`src/design/bmpq_pkg.sv`:
```
`timescale 1ns / 1ps
// ----------------------------------------------------------------------------
// bmpq_pkg: shared types and codes for the background music priority queue
// Holds the queue entry type, command and emit codes and the sequencer states.
// ----------------------------------------------------------------------------
package bmpq_pkg;

  typedef struct packed {
    logic [7:0] prio;
    logic [7:0] seq;
  } entry_t;

  localparam logic [2:0] CMD_PLAY  = 3'd0;
  localparam logic [2:0] CMD_STOP  = 3'd1;
  localparam logic [2:0] CMD_FADE  = 3'd2;
  localparam logic [2:0] CMD_DROP  = 3'd3;
  localparam logic [2:0] CMD_QUERY = 3'd4;

  localparam logic [1:0] EMIT_NONE  = 2'd0;
  localparam logic [1:0] EMIT_START = 2'd1;
  localparam logic [1:0] EMIT_FADE  = 2'd2;

  localparam logic [15:0] EMPTY_FADE_TIMER = 16'd20;

  typedef enum logic [2:0] {
    ST_IDLE,
    ST_SCAN,
    ST_SHIFT_UP,
    ST_SHIFT_DN,
    ST_DONE
  } bmpq_state_t;

endpackage

```
`src/design/background_music_priority_queue_top.sv`:
```
`timescale 1ns / 1ps
// ----------------------------------------------------------------------------
// background_music_priority_queue_top: priority queue of background music
// Keeps up to QUEUE_DEPTH entries ordered by priority and emits the sequence
// commands that play, stop, fadeout and drop requests cause.
// ----------------------------------------------------------------------------
// Usage:
//   Input channel in_*: one request beat (cmd, player, seq_id, priority_req,
//   fade_time) per handshake. Output channel out_*: exactly one result beat
//   per request, carrying the accept flag, the emitted command and the queue
//   head and size after the request.
//   Play and stop walk the queue one entry per cycle through a single compare
//   unit, then move entries one per cycle through the store's single write
//   port. Fadeout, drop, query and non-queue play requests skip the scan and
//   go straight to the result.
//   in_stall is high from acceptance until the result is loaded into the
//   output register, so one request is in flight at a time; a new request is
//   taken while the previous result still waits at the output.
//   While out_stall holds, the finished result of the next request waits in
//   the sequencer and the output beat holds.
//   Reset empties the queue and drops any pending result; entry contents are
//   not cleared since only entries below the count are ever read.
// ----------------------------------------------------------------------------
module background_music_priority_queue_top #(
  parameter int QUEUE_DEPTH = 8
) (
  input  logic        clk,
  input  logic        rst_n,
  input  logic        in_valid,
  output logic        in_stall,
  input  logic [2:0]  in_cmd,
  input  logic [7:0]  in_player,
  input  logic [7:0]  in_seq_id,
  input  logic [7:0]  in_priority_req,
  input  logic [15:0] in_fade_time,
  output logic        out_valid,
  input  logic        out_stall,
  output logic        out_ok,
  output logic [1:0]  out_emit_kind,
  output logic [7:0]  out_emit_player,
  output logic [7:0]  out_emit_value,
  output logic [15:0] out_emit_timer,
  output logic        out_head_valid,
  output logic [7:0]  out_head_priority,
  output logic [7:0]  out_head_sequence,
  output logic [3:0]  out_queue_count
);
  import bmpq_pkg::*;

  localparam int IW = $clog2(QUEUE_DEPTH);
  localparam int CW = $clog2(QUEUE_DEPTH + 1);
  localparam logic [CW-1:0] DEPTH_C = CW'(QUEUE_DEPTH);

  bmpq_state_t state_r, state_nxt;

  logic [CW-1:0] count_r, count_nxt;
  logic [CW-1:0] idx_r, idx_nxt;
  logic [IW-1:0] slot_r, slot_nxt;
  logic          found_r, found_nxt;

  logic [2:0]  req_cmd_r, req_cmd_nxt;
  logic [7:0]  req_seq_r, req_seq_nxt;
  logic [7:0]  req_prio_r, req_prio_nxt;
  logic [15:0] req_timer_r, req_timer_nxt;

  logic        ok_r, ok_nxt;
  logic [1:0]  kind_r, kind_nxt;
  logic [7:0]  eplayer_r, eplayer_nxt;
  logic [7:0]  evalue_r, evalue_nxt;
  logic [15:0] etimer_r, etimer_nxt;

  logic        out_valid_r, out_valid_nxt;
  logic        out_ok_r;
  logic [1:0]  out_kind_r;
  logic [7:0]  out_player_r, out_value_r;
  logic [15:0] out_timer_r;
  logic        out_hvalid_r;
  logic [7:0]  out_hprio_r, out_hseq_r;
  logic [3:0]  out_count_r;

  logic          wr_en;
  logic [IW-1:0] wr_addr;
  entry_t        wr_entry;
  logic [IW-1:0] rd_addr;
  entry_t        rd_entry, head_entry, second_entry;

  logic go_scan, scan_end, seq_hit, prio_hit, out_free, is_play;

  bmpq_store #(.QUEUE_DEPTH(QUEUE_DEPTH)) u_store (
    .clk          (clk),
    .wr_en        (wr_en),
    .wr_addr      (wr_addr),
    .wr_entry     (wr_entry),
    .rd_addr      (rd_addr),
    .rd_entry     (rd_entry),
    .head_entry   (head_entry),
    .second_entry (second_entry)
  );

  // Shared compare unit on the addressed entry
  assign seq_hit  = (rd_entry.seq == req_seq_r);
  assign prio_hit = (rd_entry.prio <= req_prio_r);

  assign scan_end = (idx_r == count_r);
  assign is_play  = (req_cmd_r == CMD_PLAY);
  assign out_free = !out_valid_r || !out_stall;
  assign go_scan  = ((in_cmd == CMD_PLAY) && (in_player == 8'd0) && (count_r < DEPTH_C)) ||
                    ((in_cmd == CMD_STOP) && (count_r != '0));

  assign in_stall = (state_r != ST_IDLE);

  always_comb begin
    unique case (state_r)
      ST_SHIFT_UP: rd_addr = IW'(idx_r - CW'(1));
      ST_SHIFT_DN: rd_addr = IW'(idx_r + CW'(1));
      default:     rd_addr = IW'(idx_r);
    endcase
  end

  // Next state
  always_comb begin
    state_nxt = state_r;
    unique case (state_r)
      ST_IDLE: begin
        if (in_valid) begin
          state_nxt = go_scan ? ST_SCAN : ST_DONE;
        end
      end
      ST_SCAN: begin
        if (scan_end) begin
          state_nxt = is_play ? ST_SHIFT_UP : ST_DONE;
        end else if (seq_hit) begin
          state_nxt = is_play ? ST_DONE : ST_SHIFT_DN;
        end
      end
      ST_SHIFT_UP: begin
        if (IW'(idx_r) == slot_r) begin
          state_nxt = ST_DONE;
        end
      end
      ST_SHIFT_DN: begin
        if (idx_r >= count_r) begin
          state_nxt = ST_DONE;
        end
      end
      ST_DONE: begin
        if (out_free) begin
          state_nxt = ST_IDLE;
        end
      end
      default: state_nxt = ST_IDLE;
    endcase
  end

  // Datapath and store control
  always_comb begin
    count_nxt     = count_r;
    idx_nxt       = idx_r;
    slot_nxt      = slot_r;
    found_nxt     = found_r;
    req_cmd_nxt   = req_cmd_r;
    req_seq_nxt   = req_seq_r;
    req_prio_nxt  = req_prio_r;
    req_timer_nxt = req_timer_r;
    ok_nxt        = ok_r;
    kind_nxt      = kind_r;
    eplayer_nxt   = eplayer_r;
    evalue_nxt    = evalue_r;
    etimer_nxt    = etimer_r;
    out_valid_nxt = out_valid_r && out_stall;
    wr_en         = 1'b0;
    wr_addr       = IW'(idx_r);
    wr_entry      = rd_entry;

    unique case (state_r)
      ST_IDLE: begin
        if (in_valid) begin
          req_cmd_nxt   = in_cmd;
          req_seq_nxt   = in_seq_id;
          req_prio_nxt  = in_priority_req;
          req_timer_nxt = in_fade_time;
          idx_nxt       = '0;
          slot_nxt      = '0;
          found_nxt     = 1'b0;
          ok_nxt        = 1'b1;
          kind_nxt      = EMIT_NONE;
          eplayer_nxt   = 8'd0;
          evalue_nxt    = 8'd0;
          etimer_nxt    = 16'd0;
          unique case (in_cmd)
            CMD_PLAY: begin
              if (in_player != 8'd0) begin
                kind_nxt    = EMIT_START;
                eplayer_nxt = in_player;
                evalue_nxt  = in_seq_id;
                etimer_nxt  = in_fade_time;
              end else if (count_r >= DEPTH_C) begin
                ok_nxt = 1'b0;
              end
            end
            CMD_STOP: begin
              if (count_r == '0) begin
                ok_nxt = 1'b0;
              end
            end
            CMD_FADE: begin
              if ((count_r == '0) || (head_entry.seq != in_seq_id)) begin
                ok_nxt = 1'b0;
              end else begin
                kind_nxt   = EMIT_FADE;
                etimer_nxt = in_fade_time;
              end
            end
            CMD_DROP: begin
              if (count_r != '0) begin
                count_nxt = CW'(1);
              end
            end
            default: ;
          endcase
        end
      end
      ST_SCAN: begin
        if (scan_end) begin
          if (is_play) begin
            if (slot_r == '0) begin
              // head insert: start it and grow the queue
              kind_nxt   = EMIT_START;
              evalue_nxt = req_seq_r;
              etimer_nxt = req_timer_r;
              count_nxt  = CW'(count_r + CW'(1));
              idx_nxt    = count_r;
              slot_nxt   = '0;
            end else begin
              // insert behind head: tail entry falls off
              idx_nxt = CW'(count_r - CW'(1));
            end
          end else begin
            ok_nxt = 1'b0;
          end
        end else if (seq_hit) begin
          if (is_play) begin
            if (idx_r == '0) begin
              kind_nxt   = EMIT_START;
              evalue_nxt = req_seq_r;
              etimer_nxt = req_timer_r;
            end
          end else begin
            count_nxt = CW'(count_r - CW'(1));
            if (idx_r == '0) begin
              if (count_r != CW'(1)) begin
                kind_nxt   = EMIT_START;
                evalue_nxt = second_entry.seq;
              end else begin
                kind_nxt   = EMIT_FADE;
                etimer_nxt = EMPTY_FADE_TIMER;
              end
            end
          end
        end else begin
          if (!found_r && prio_hit) begin
            found_nxt = 1'b1;
            slot_nxt  = IW'(idx_r);
          end
          idx_nxt = CW'(idx_r + CW'(1));
        end
      end
      ST_SHIFT_UP: begin
        wr_en = 1'b1;
        if (IW'(idx_r) == slot_r) begin
          wr_entry.prio = req_prio_r;
          wr_entry.seq  = req_seq_r;
        end else begin
          idx_nxt = CW'(idx_r - CW'(1));
        end
      end
      ST_SHIFT_DN: begin
        if (idx_r < count_r) begin
          wr_en   = 1'b1;
          idx_nxt = CW'(idx_r + CW'(1));
        end
      end
      ST_DONE: begin
        if (out_free) begin
          out_valid_nxt = 1'b1;
        end
      end
      default: ;
    endcase
  end

  always_ff @(posedge clk) begin
    if (!rst_n) begin
      state_r     <= ST_IDLE;
      count_r     <= '0;
      out_valid_r <= 1'b0;
    end else begin
      state_r     <= state_nxt;
      count_r     <= count_nxt;
      out_valid_r <= out_valid_nxt;
    end
  end

  always_ff @(posedge clk) begin
    idx_r       <= idx_nxt;
    slot_r      <= slot_nxt;
    found_r     <= found_nxt;
    req_cmd_r   <= req_cmd_nxt;
    req_seq_r   <= req_seq_nxt;
    req_prio_r  <= req_prio_nxt;
    req_timer_r <= req_timer_nxt;
    ok_r        <= ok_nxt;
    kind_r      <= kind_nxt;
    eplayer_r   <= eplayer_nxt;
    evalue_r    <= evalue_nxt;
    etimer_r    <= etimer_nxt;
  end

  // Load the result beat once the output register is free
  always_ff @(posedge clk) begin
    if ((state_r == ST_DONE) && out_free) begin
      out_ok_r     <= ok_r;
      out_kind_r   <= kind_r;
      out_player_r <= eplayer_r;
      out_value_r  <= evalue_r;
      out_timer_r  <= etimer_r;
      out_hvalid_r <= (count_r != '0);
      out_hprio_r  <= (count_r != '0) ? head_entry.prio : 8'd0;
      out_hseq_r   <= (count_r != '0) ? head_entry.seq : 8'd0;
      out_count_r  <= 4'(count_r);
    end
  end

  assign out_valid         = out_valid_r;
  assign out_ok            = out_ok_r;
  assign out_emit_kind     = out_kind_r;
  assign out_emit_player   = out_player_r;
  assign out_emit_value    = out_value_r;
  assign out_emit_timer    = out_timer_r;
  assign out_head_valid    = out_hvalid_r;
  assign out_head_priority = out_hprio_r;
  assign out_head_sequence = out_hseq_r;
  assign out_queue_count   = out_count_r;

  a_count_bound: assert property (@(posedge clk) disable iff (!rst_n)
    count_r <= DEPTH_C)
    else $error("queue count above depth");

  a_accept_busy: assert property (@(posedge clk) disable iff (!rst_n)
    (state_r == ST_IDLE && in_valid) |=> (state_r != ST_IDLE))
    else $error("accepted request did not start");

  a_scan_range: assert property (@(posedge clk) disable iff (!rst_n)
    (state_r == ST_SCAN) |-> (idx_r <= count_r))
    else $error("scan index past queue count");

  a_shift_up_nonempty: assert property (@(posedge clk) disable iff (!rst_n)
    (state_r == ST_SHIFT_UP) |-> (count_r != '0))
    else $error("insert shift on empty queue");

  a_done_loads: assert property (@(posedge clk) disable iff (!rst_n)
    (state_r == ST_DONE && out_free) |=> (out_valid_r && state_r == ST_IDLE))
    else $error("finished result not loaded");

endmodule

```
`src/design/bmpq_store.sv`:
```
`timescale 1ns / 1ps
// ----------------------------------------------------------------------------
// bmpq_store: queue entry storage
// Entry registers with one write port, one addressed read port and fixed taps
// on the head entry and the entry behind it.
// ----------------------------------------------------------------------------
module bmpq_store #(
  parameter int QUEUE_DEPTH = 8
) (
  input  logic                           clk,
  input  logic                           wr_en,
  input  logic [$clog2(QUEUE_DEPTH)-1:0] wr_addr,
  input  bmpq_pkg::entry_t               wr_entry,
  input  logic [$clog2(QUEUE_DEPTH)-1:0] rd_addr,
  output bmpq_pkg::entry_t               rd_entry,
  output bmpq_pkg::entry_t               head_entry,
  output bmpq_pkg::entry_t               second_entry
);
  import bmpq_pkg::*;

  entry_t entry_r [QUEUE_DEPTH];

  always_ff @(posedge clk) begin
    if (wr_en) begin
      entry_r[wr_addr] <= wr_entry;
    end
  end

  assign rd_entry     = entry_r[rd_addr];
  assign head_entry   = entry_r[0];
  assign second_entry = entry_r[1];

endmodule
```
`config.mk`:
```
export PLATFORM = sky130hd
export DESIGN_NAME = background_music_priority_queue_top
export DESIGN_NICKNAME = d
export VERILOG_FILES = /design/src/design/bmpq_pkg.sv /design/src/design/background_music_priority_queue_top.sv /design/src/design/bmpq_store.sv
export SDC_FILE = /design/constraint.sdc
export NUM_CORES = 1
export LEC_CHECK = 0
export ABC_AREA = 1
export BUFFER_PORTS_ARGS = -buffer_cell sky130_fd_sc_hd__buf_2
export CORE_AREA = 2 2 145 147
export DETAILED_ROUTE_END_ITERATION = 8
export DIE_AREA = 0 0 147 149
export PLACE_DENSITY = 0.74
export REMOVE_ABC_BUFFERS = 1
export SLEW_MARGIN = 5
export SYNTH_ARGS = -nofsm -noshare
export SYNTH_HDL_FRONTEND = slang
export SYNTH_SLANG_ARGS = --single-unit
export TNS_END_PERCENT = 50
```
`constraint.sdc`:
```
create_clock -name clk -period 4.8 [get_ports clk]
set_input_delay 0.24 -clock clk [delete_from_list [all_inputs] [get_ports clk]]
set_output_delay 0.24 -clock clk [all_outputs]
set_load 0.02 [all_outputs]
```
Word level (Yosys, flattened, before mapping):

Memories as Yosys holds them, arrays and structs flattened.
Cells that the tools add are included.

* memories kept: 1
* output and inout port bits: 58
* input bits: 47
* word-level logic and storage cells: 198
* memory bits (writable): 128
* flip-flop bits (word level): 142

* $lt $le $gt $ge: 5
* equality and inequality tests: 34
* multiplexer cells: 95
* reduce and logical (&&, ||, !) cells: 35
* add/subtract/negate cells: 4

Memories
* u_store.entry_r: depth 8, bits a word 16, rd ports 3, clocked after Yosys merged registers in 0, wr ports 1, line bmpq_store.sv:21 `entry_t entry_r [QUEUE_DEPTH];`

Operators with widths (count)
* $mux 16: 13
* $mux 8: 11
* $pmux 16 s2: 2
* $mux 4: 15
* $mux 3: 15
* $ne 3x3->1 const B: 9
* $ne 2x2->1 const B: 13
* $mux 2: 10
* $reduce_and 6->1: 3
* $mux 1: 17
* $pmux 4 s4: 1
* $pmux 8 s2: 1
* $pmux 3 s5: 1
* $reduce_and 7->1: 2
* $eq 3x2->1 const B: 4
* $logic_not 3->1: 4
* $pmux 3 s2: 2
* $reduce_and 5->1: 2
* $add 4x1->4 const B: 2
* $eq 8x8->1: 1
* $le 8x8->1: 1
* $logic_not 4->1: 2
* $logic_not 8->1: 1
* $ne 8x8->1: 1
* 24 further kinds: 40

Longest topological paths before layout:

An unclocked memory read counts as a cell.

* depth after elaboration: 9
* gate-level depth with buffers: 22
* gate-level depth less buffers: 20

Modules after synthesis:

From an unflattened synthesis, not the netlist that was laid out.

* cell total of the unflattened synthesis: 1193
* area total of the unflattened synthesis: 12361.9 sq um

By module, submodules not included
* background_music_priority_queue_top: instances 1, cells each 622, sequential area each 4184.0 sq um, area each 6692.7 sq um
* bmpq_store: instances 1, cells each 571, sequential area each 3843.7 sq um, area each 5669.2 sq um

Least setup slack after synthesis:

OpenSTA, ideal clock, no wires.

* kind: reg2reg
* start: register state_r[0]
* end: register out_kind_r[0], in the netlist out_emit_kind[0], enable pin
* path slack: 0.999 ns
* cell stages (with the launch flop): 4
* required time: 4.312 ns
* path buffers: 0
* arrival time: 3.313 ns
* clock period less this slack: 3.801 ns
* setup time: 0.488 ns
* cells stage by stage: dfxtp_1 > inv_1 > nand3_1 > a21oi_1

* cells in the longest elaborated chain, start to end: 2

Ends and longest elaborated chain
* start, declared: line background_music_priority_queue_top.sv:54 `bmpq_state_t state_r, state_nxt;`
* start signal, assigned: line background_music_priority_queue_top.sv:298 `state_r <= state_nxt;`
* $eq 3x3->1: line background_music_priority_queue_top.sv:321 `if ((state_r == ST_DONE) && out_free) begin`
* $logic_and 1x1->1: line background_music_priority_queue_top.sv:321
* end signal, assigned: line background_music_priority_queue_top.sv:323 `out_kind_r <= kind_r;`
* end, declared: line background_music_priority_queue_top.sv:74 `logic [1:0] out_kind_r;`

No other way between the ends.
A chain may end at the register's enable or synchronous reset.

Final worst setup path:

* start: register idx_r[1]
* end: register slot_r[0], enable pin

* cells in the longest elaborated chain, start to end: 7
* elaborated cells on any way between the ends: 13
* classes of those cells: add/sub (2); order compare (1); eq/ne (6); mux (1); reduce/logical (2); memory (1)

Ends and longest elaborated chain
* start, declared: line background_music_priority_queue_top.sv:57 `logic [CW-1:0] idx_r, idx_nxt;`
* start signal, assigned: line background_music_priority_queue_top.sv:305 `idx_r <= idx_nxt;`
* $add 4x1->4 or $sub 4x1->4 (tied branches)
* $pmux 3 s2: line background_music_priority_queue_top.sv:113 `unique case (state_r)`
* $mem_v2 8x16
* $le 8x8->1: line background_music_priority_queue_top.sv:102 `assign prio_hit = (rd_entry.prio <= req_prio_r);`
* $logic_and 1x1->1: line background_music_priority_queue_top.sv:261 `if (!found_r && prio_hit) begin`
* $ne 3x3->1 (no source line)
* $reduce_and 6->1 (no source line) *
* end signal, assigned: line background_music_priority_queue_top.sv:306 `slot_r <= slot_nxt;`
* end, declared: line background_music_priority_queue_top.sv:58 `logic [IW-1:0] slot_r, slot_nxt;`

Mark *: on every way between the ends. The rest lies on a longest branch, timed or not.

==> impl_results.md <==
* Layout cells sized above 1 at roughly 15%
* Worst Slack Setup Final at roughly 0.66 ns
* Mapped Area at about 0.012 mm²
* Setup_tns at 0 ns
* Distinct cells, synth at 39
* Main synth FF type: edfxtp_1
* CP Launch Type: flip-flop
* Post-synthesis average cell area at about 11 µm²
* Uppermost layer routed: met4
* Post-CTS Repair Setup Buffers at 0
* Clk network pwr share at a little over 20%
* Worst-Skew Late Latency at 0.53 ns
* Mapped Cells at roughly 1000
* Fin crit share at 86.29%
* Setup Skew at ~0.031 ns
* Tot GR Track Use at about a quarter
* Pin count of the biggest net entering global routing at slightly below 50
* Row cnt at between 50 and 60
* Hold EP: state_r[0]
* P_sw at 3.675 mW
* CP max FO at 16
* Most common cell after layout, fill and taps aside: edfxtp_1
* Worst hold start: rst_n
* IO buf count at roughly 100
* DR WL met3 at ~1.8 mm
* # nets final at 1263
* WL/cell at 17.62 µm
* Via density at around 5.5
* Die span in x at roughly 150 µm
* Crit Path Category: reg2reg
* Crit end category: flip-flop
* DP HPWL at 16.49 mm
* Metal2 WL at ~13 mm
* Grt ovf at 0
* CP Data Required Time at 4.98 ns
* RD Place Congestion at roughly 0.90
* Asr flop ratio synth at 0%
* DRT met1 WL at 10.87 mm
* Die area at 0.02190 mm²
* Post-route cell area at between 0.01 and 0.015 mm²
* Commonest cells after routing, fill and taps aside: edfxtp_1 (262), nand2_1 (218), inv_1 (119)
* CTS tree: done
* Overall power at about 9.6 mW
* Sw frac at between 30% and 40%
* Fmax at 241.4 MHz
* Max Cap Viol at 0
* Pre-CTS WS at around 0.68 ns
* Combinational share of power at 37.8%
* Warnings from Yosys at 0
* N_diodes at 0
* Sequential-to-total area share from yosys stat at about 70%
* DP Cell Count at roughly 1400
* Reg clk slew, reported paths at ~0.060 ns
* Unrepaired setup endpoints after global routing: no
* Antenna-violating nets left at 0
* Final Hold Violating Endpoints at 0
* Worst Hold Slack at 0.02111 ns
* Core Region at ~0.021 mm²
* Post-Route Utilization at between 60% and 70%
* Reg2reg setup slack at between 0.6 and 0.7 ns
* Die H at between 100 and 150 µm
* Final setup violation count at 0
* Via Count at between 8000 and 9000
* Rel. slew slack at between 20% and 30%
* Leakage at between 5 and 6 nW
* HP Class: in2reg
* P&R area growth vs syn at 17.30%
* Synthesis-stage register bit count at 270
* Internal power at ~5.9 mW
* First-pass GRT wire length at 40.67 mm
* PwrDens at between 600 and 700 mW/mm²
* Initial antenna violation count at 0
* Arrival @ worst endpoint at 4.33 ns
* Seq pwr share at around two fifths
* Placed instance area at approximately 0.013 mm²
* CP startpoint: idx_r[1]
* Worst-case clock buffer depth at 3
* R2R depth at 18
* Cell Count, Final, Fillers Out at roughly 1500
* Final min period at 4.142 ns
* Root Buffer: clkbuf_16
* Initial Utilization at between 50 and 60%
* Reg2Reg Capture Point: slot_r[0]
* Hold Buf Count CTS at 35
* Top Ports at between 100 and 150
* Routed wire length at 26.22 mm
* Clk sinks at 270
* Actual slew at the worst max-slew pin at 1.165 ns
* Post-synth EDFFs at around 260
* Depth of the CTS H-tree at 1
* Status: finished clean
* Worst vdd ir at around 400 µV
* Fin. max-slew vios at 0
* Critical R2R Launch: idx_r[1]
* Vias in the first global route at 7988
* # DRC at 0
* Initial DRC Count at around 700
* First-pass iteration count of the detailed router at 5
* TritonCTS buffer count at 25
* WHS Path Cells at 3
* PostCTS Resize Cnt at 0
[critical path: stages, from the launching register on]
cell and delay, ns:
edfxtp_1 0.57, inv_1 0.19, ha_1 0.34, inv_1 0.05
nand3_1 0.11, nand3_1 0.47, buf_4 0.34, nor2_1 0.11
o221ai_1 0.14, nand2_1 0.12, inv_1 0.05, ha_1 0.28
a21oi_1 0.15, o21ai_0 0.12, nand2_1 0.07, o211ai_1 0.08
a21oi_1 0.13, nand2_1 0.08, a211oi_1 0.40
[per-layer routing]
| layer | GRT usage [%] | vias up |
|---|---|---|
| met4 | 8.990 | 0 |
| li1 | - | 3928 |
| met1 | 30.58 | 3916 |
| met5 | 0 | - |
| met3 | 3.914 | 62 |
| met2 | 41.29 | 334 |
[cell usage after synthesis (3+ instances only)]
| library cell | count | area (µm²) |
|---|---|---|
| a21oi_1 | 16 | 80.08 |
| buf_1 | 4 | 15.01 |
| buf_2 | 6 | 30.03 |
| buf_4 | 3 | 22.52 |
| buf_6 | 5 | 56.30 |
| clkbuf_1 | 17 | 63.81 |
| dfxtp_1 | 8 | 160.2 |
| edfxtp_1 | 262 | 7868 |
| ha_1 | 20 | 250.2 |
| inv_1 | 119 | 446.7 |
| inv_2 | 3 | 11.26 |
| nand2_1 | 218 | 818.3 |
| nand2_2 | 5 | 31.28 |
| nand3_1 | 98 | 490.5 |
| nand3_2 | 3 | 30.03 |
| nand4_1 | 12 | 75.07 |
| nor2_1 | 103 | 386.6 |
| nor2_2 | 3 | 18.77 |
| nor3_1 | 10 | 50.05 |
| nor4_1 | 4 | 25.02 |
| o21ai_0 | 73 | 365.4 |
| o221ai_1 | 17 | 148.9 |
| o22ai_1 | 9 | 56.30 |
| or2_2 | 3 | 18.77 |
| xnor2_1 | 4 | 35.03 |
| xor2_1 | 6 | 52.55 |
[cell type report]
cell class              count  area (µm²)
multi-input cells         620        3139
fillers                  1510        6758
flip-flops and latches    270        8028
repair buffers            155        1003
clock buffers              29       640.6
clock inverters            15       178.9
well taps                 275       344.1
inverters                 124       465.4
[power by group through the flow]
stage	Clock, mW	Sequential, mW	Combinational [mW]
3_3_place_gp	0	4.02	3.46
4_1_cts	2.01	3.99	3.62
5_1_grt	2.10	4.05	4.07
6_report	1.98	4.00	3.64
3_5_place_dp	0	4.04	3.57
2_1_floorplan	0	4.18	2.20
[flip-flops by register name (all words and copies together), names as in the netlist, 16 cells and up]
register,count
u_store.entry_r,128
out_emit_timer,16
req_timer_r,16
etimer_r,16
[cells by family after synthesis]
| group | Yosys count | share of synthesized area, % |
|---|---|---|
| adders and majority gates | 20 | 2.127 |
| DFF | 270 | 68.24 |
| xor gates and xnor gates | 10 | 0.7445 |
| AOI/OAI and AO/OA | 125 | 6.190 |
| buffers and inverters | 159 | 5.552 |
| and+or+nand+nor | 465 | 17.15 |
[worst max path at each step]
| stage | to | slack, ns | cells after the start |
|---|---|---|---|
| 6_report | slot_r[0] | 0.66 | 18 |
| 5_1_grt | slot_r[1] | 0.29 | 17 |
| 4_1_cts | slot_r[0] | 0.68 | 18 |
| 3_5_place_dp | slot_r[1] | 0.68 | 18 |
| 3_3_place_gp | slot_r[0] | 0.82 | 18 |
| 2_1_floorplan | etimer_r[0] | 0.82 | 16 |
No activity file was read; power rests on OpenSTA's default activity.
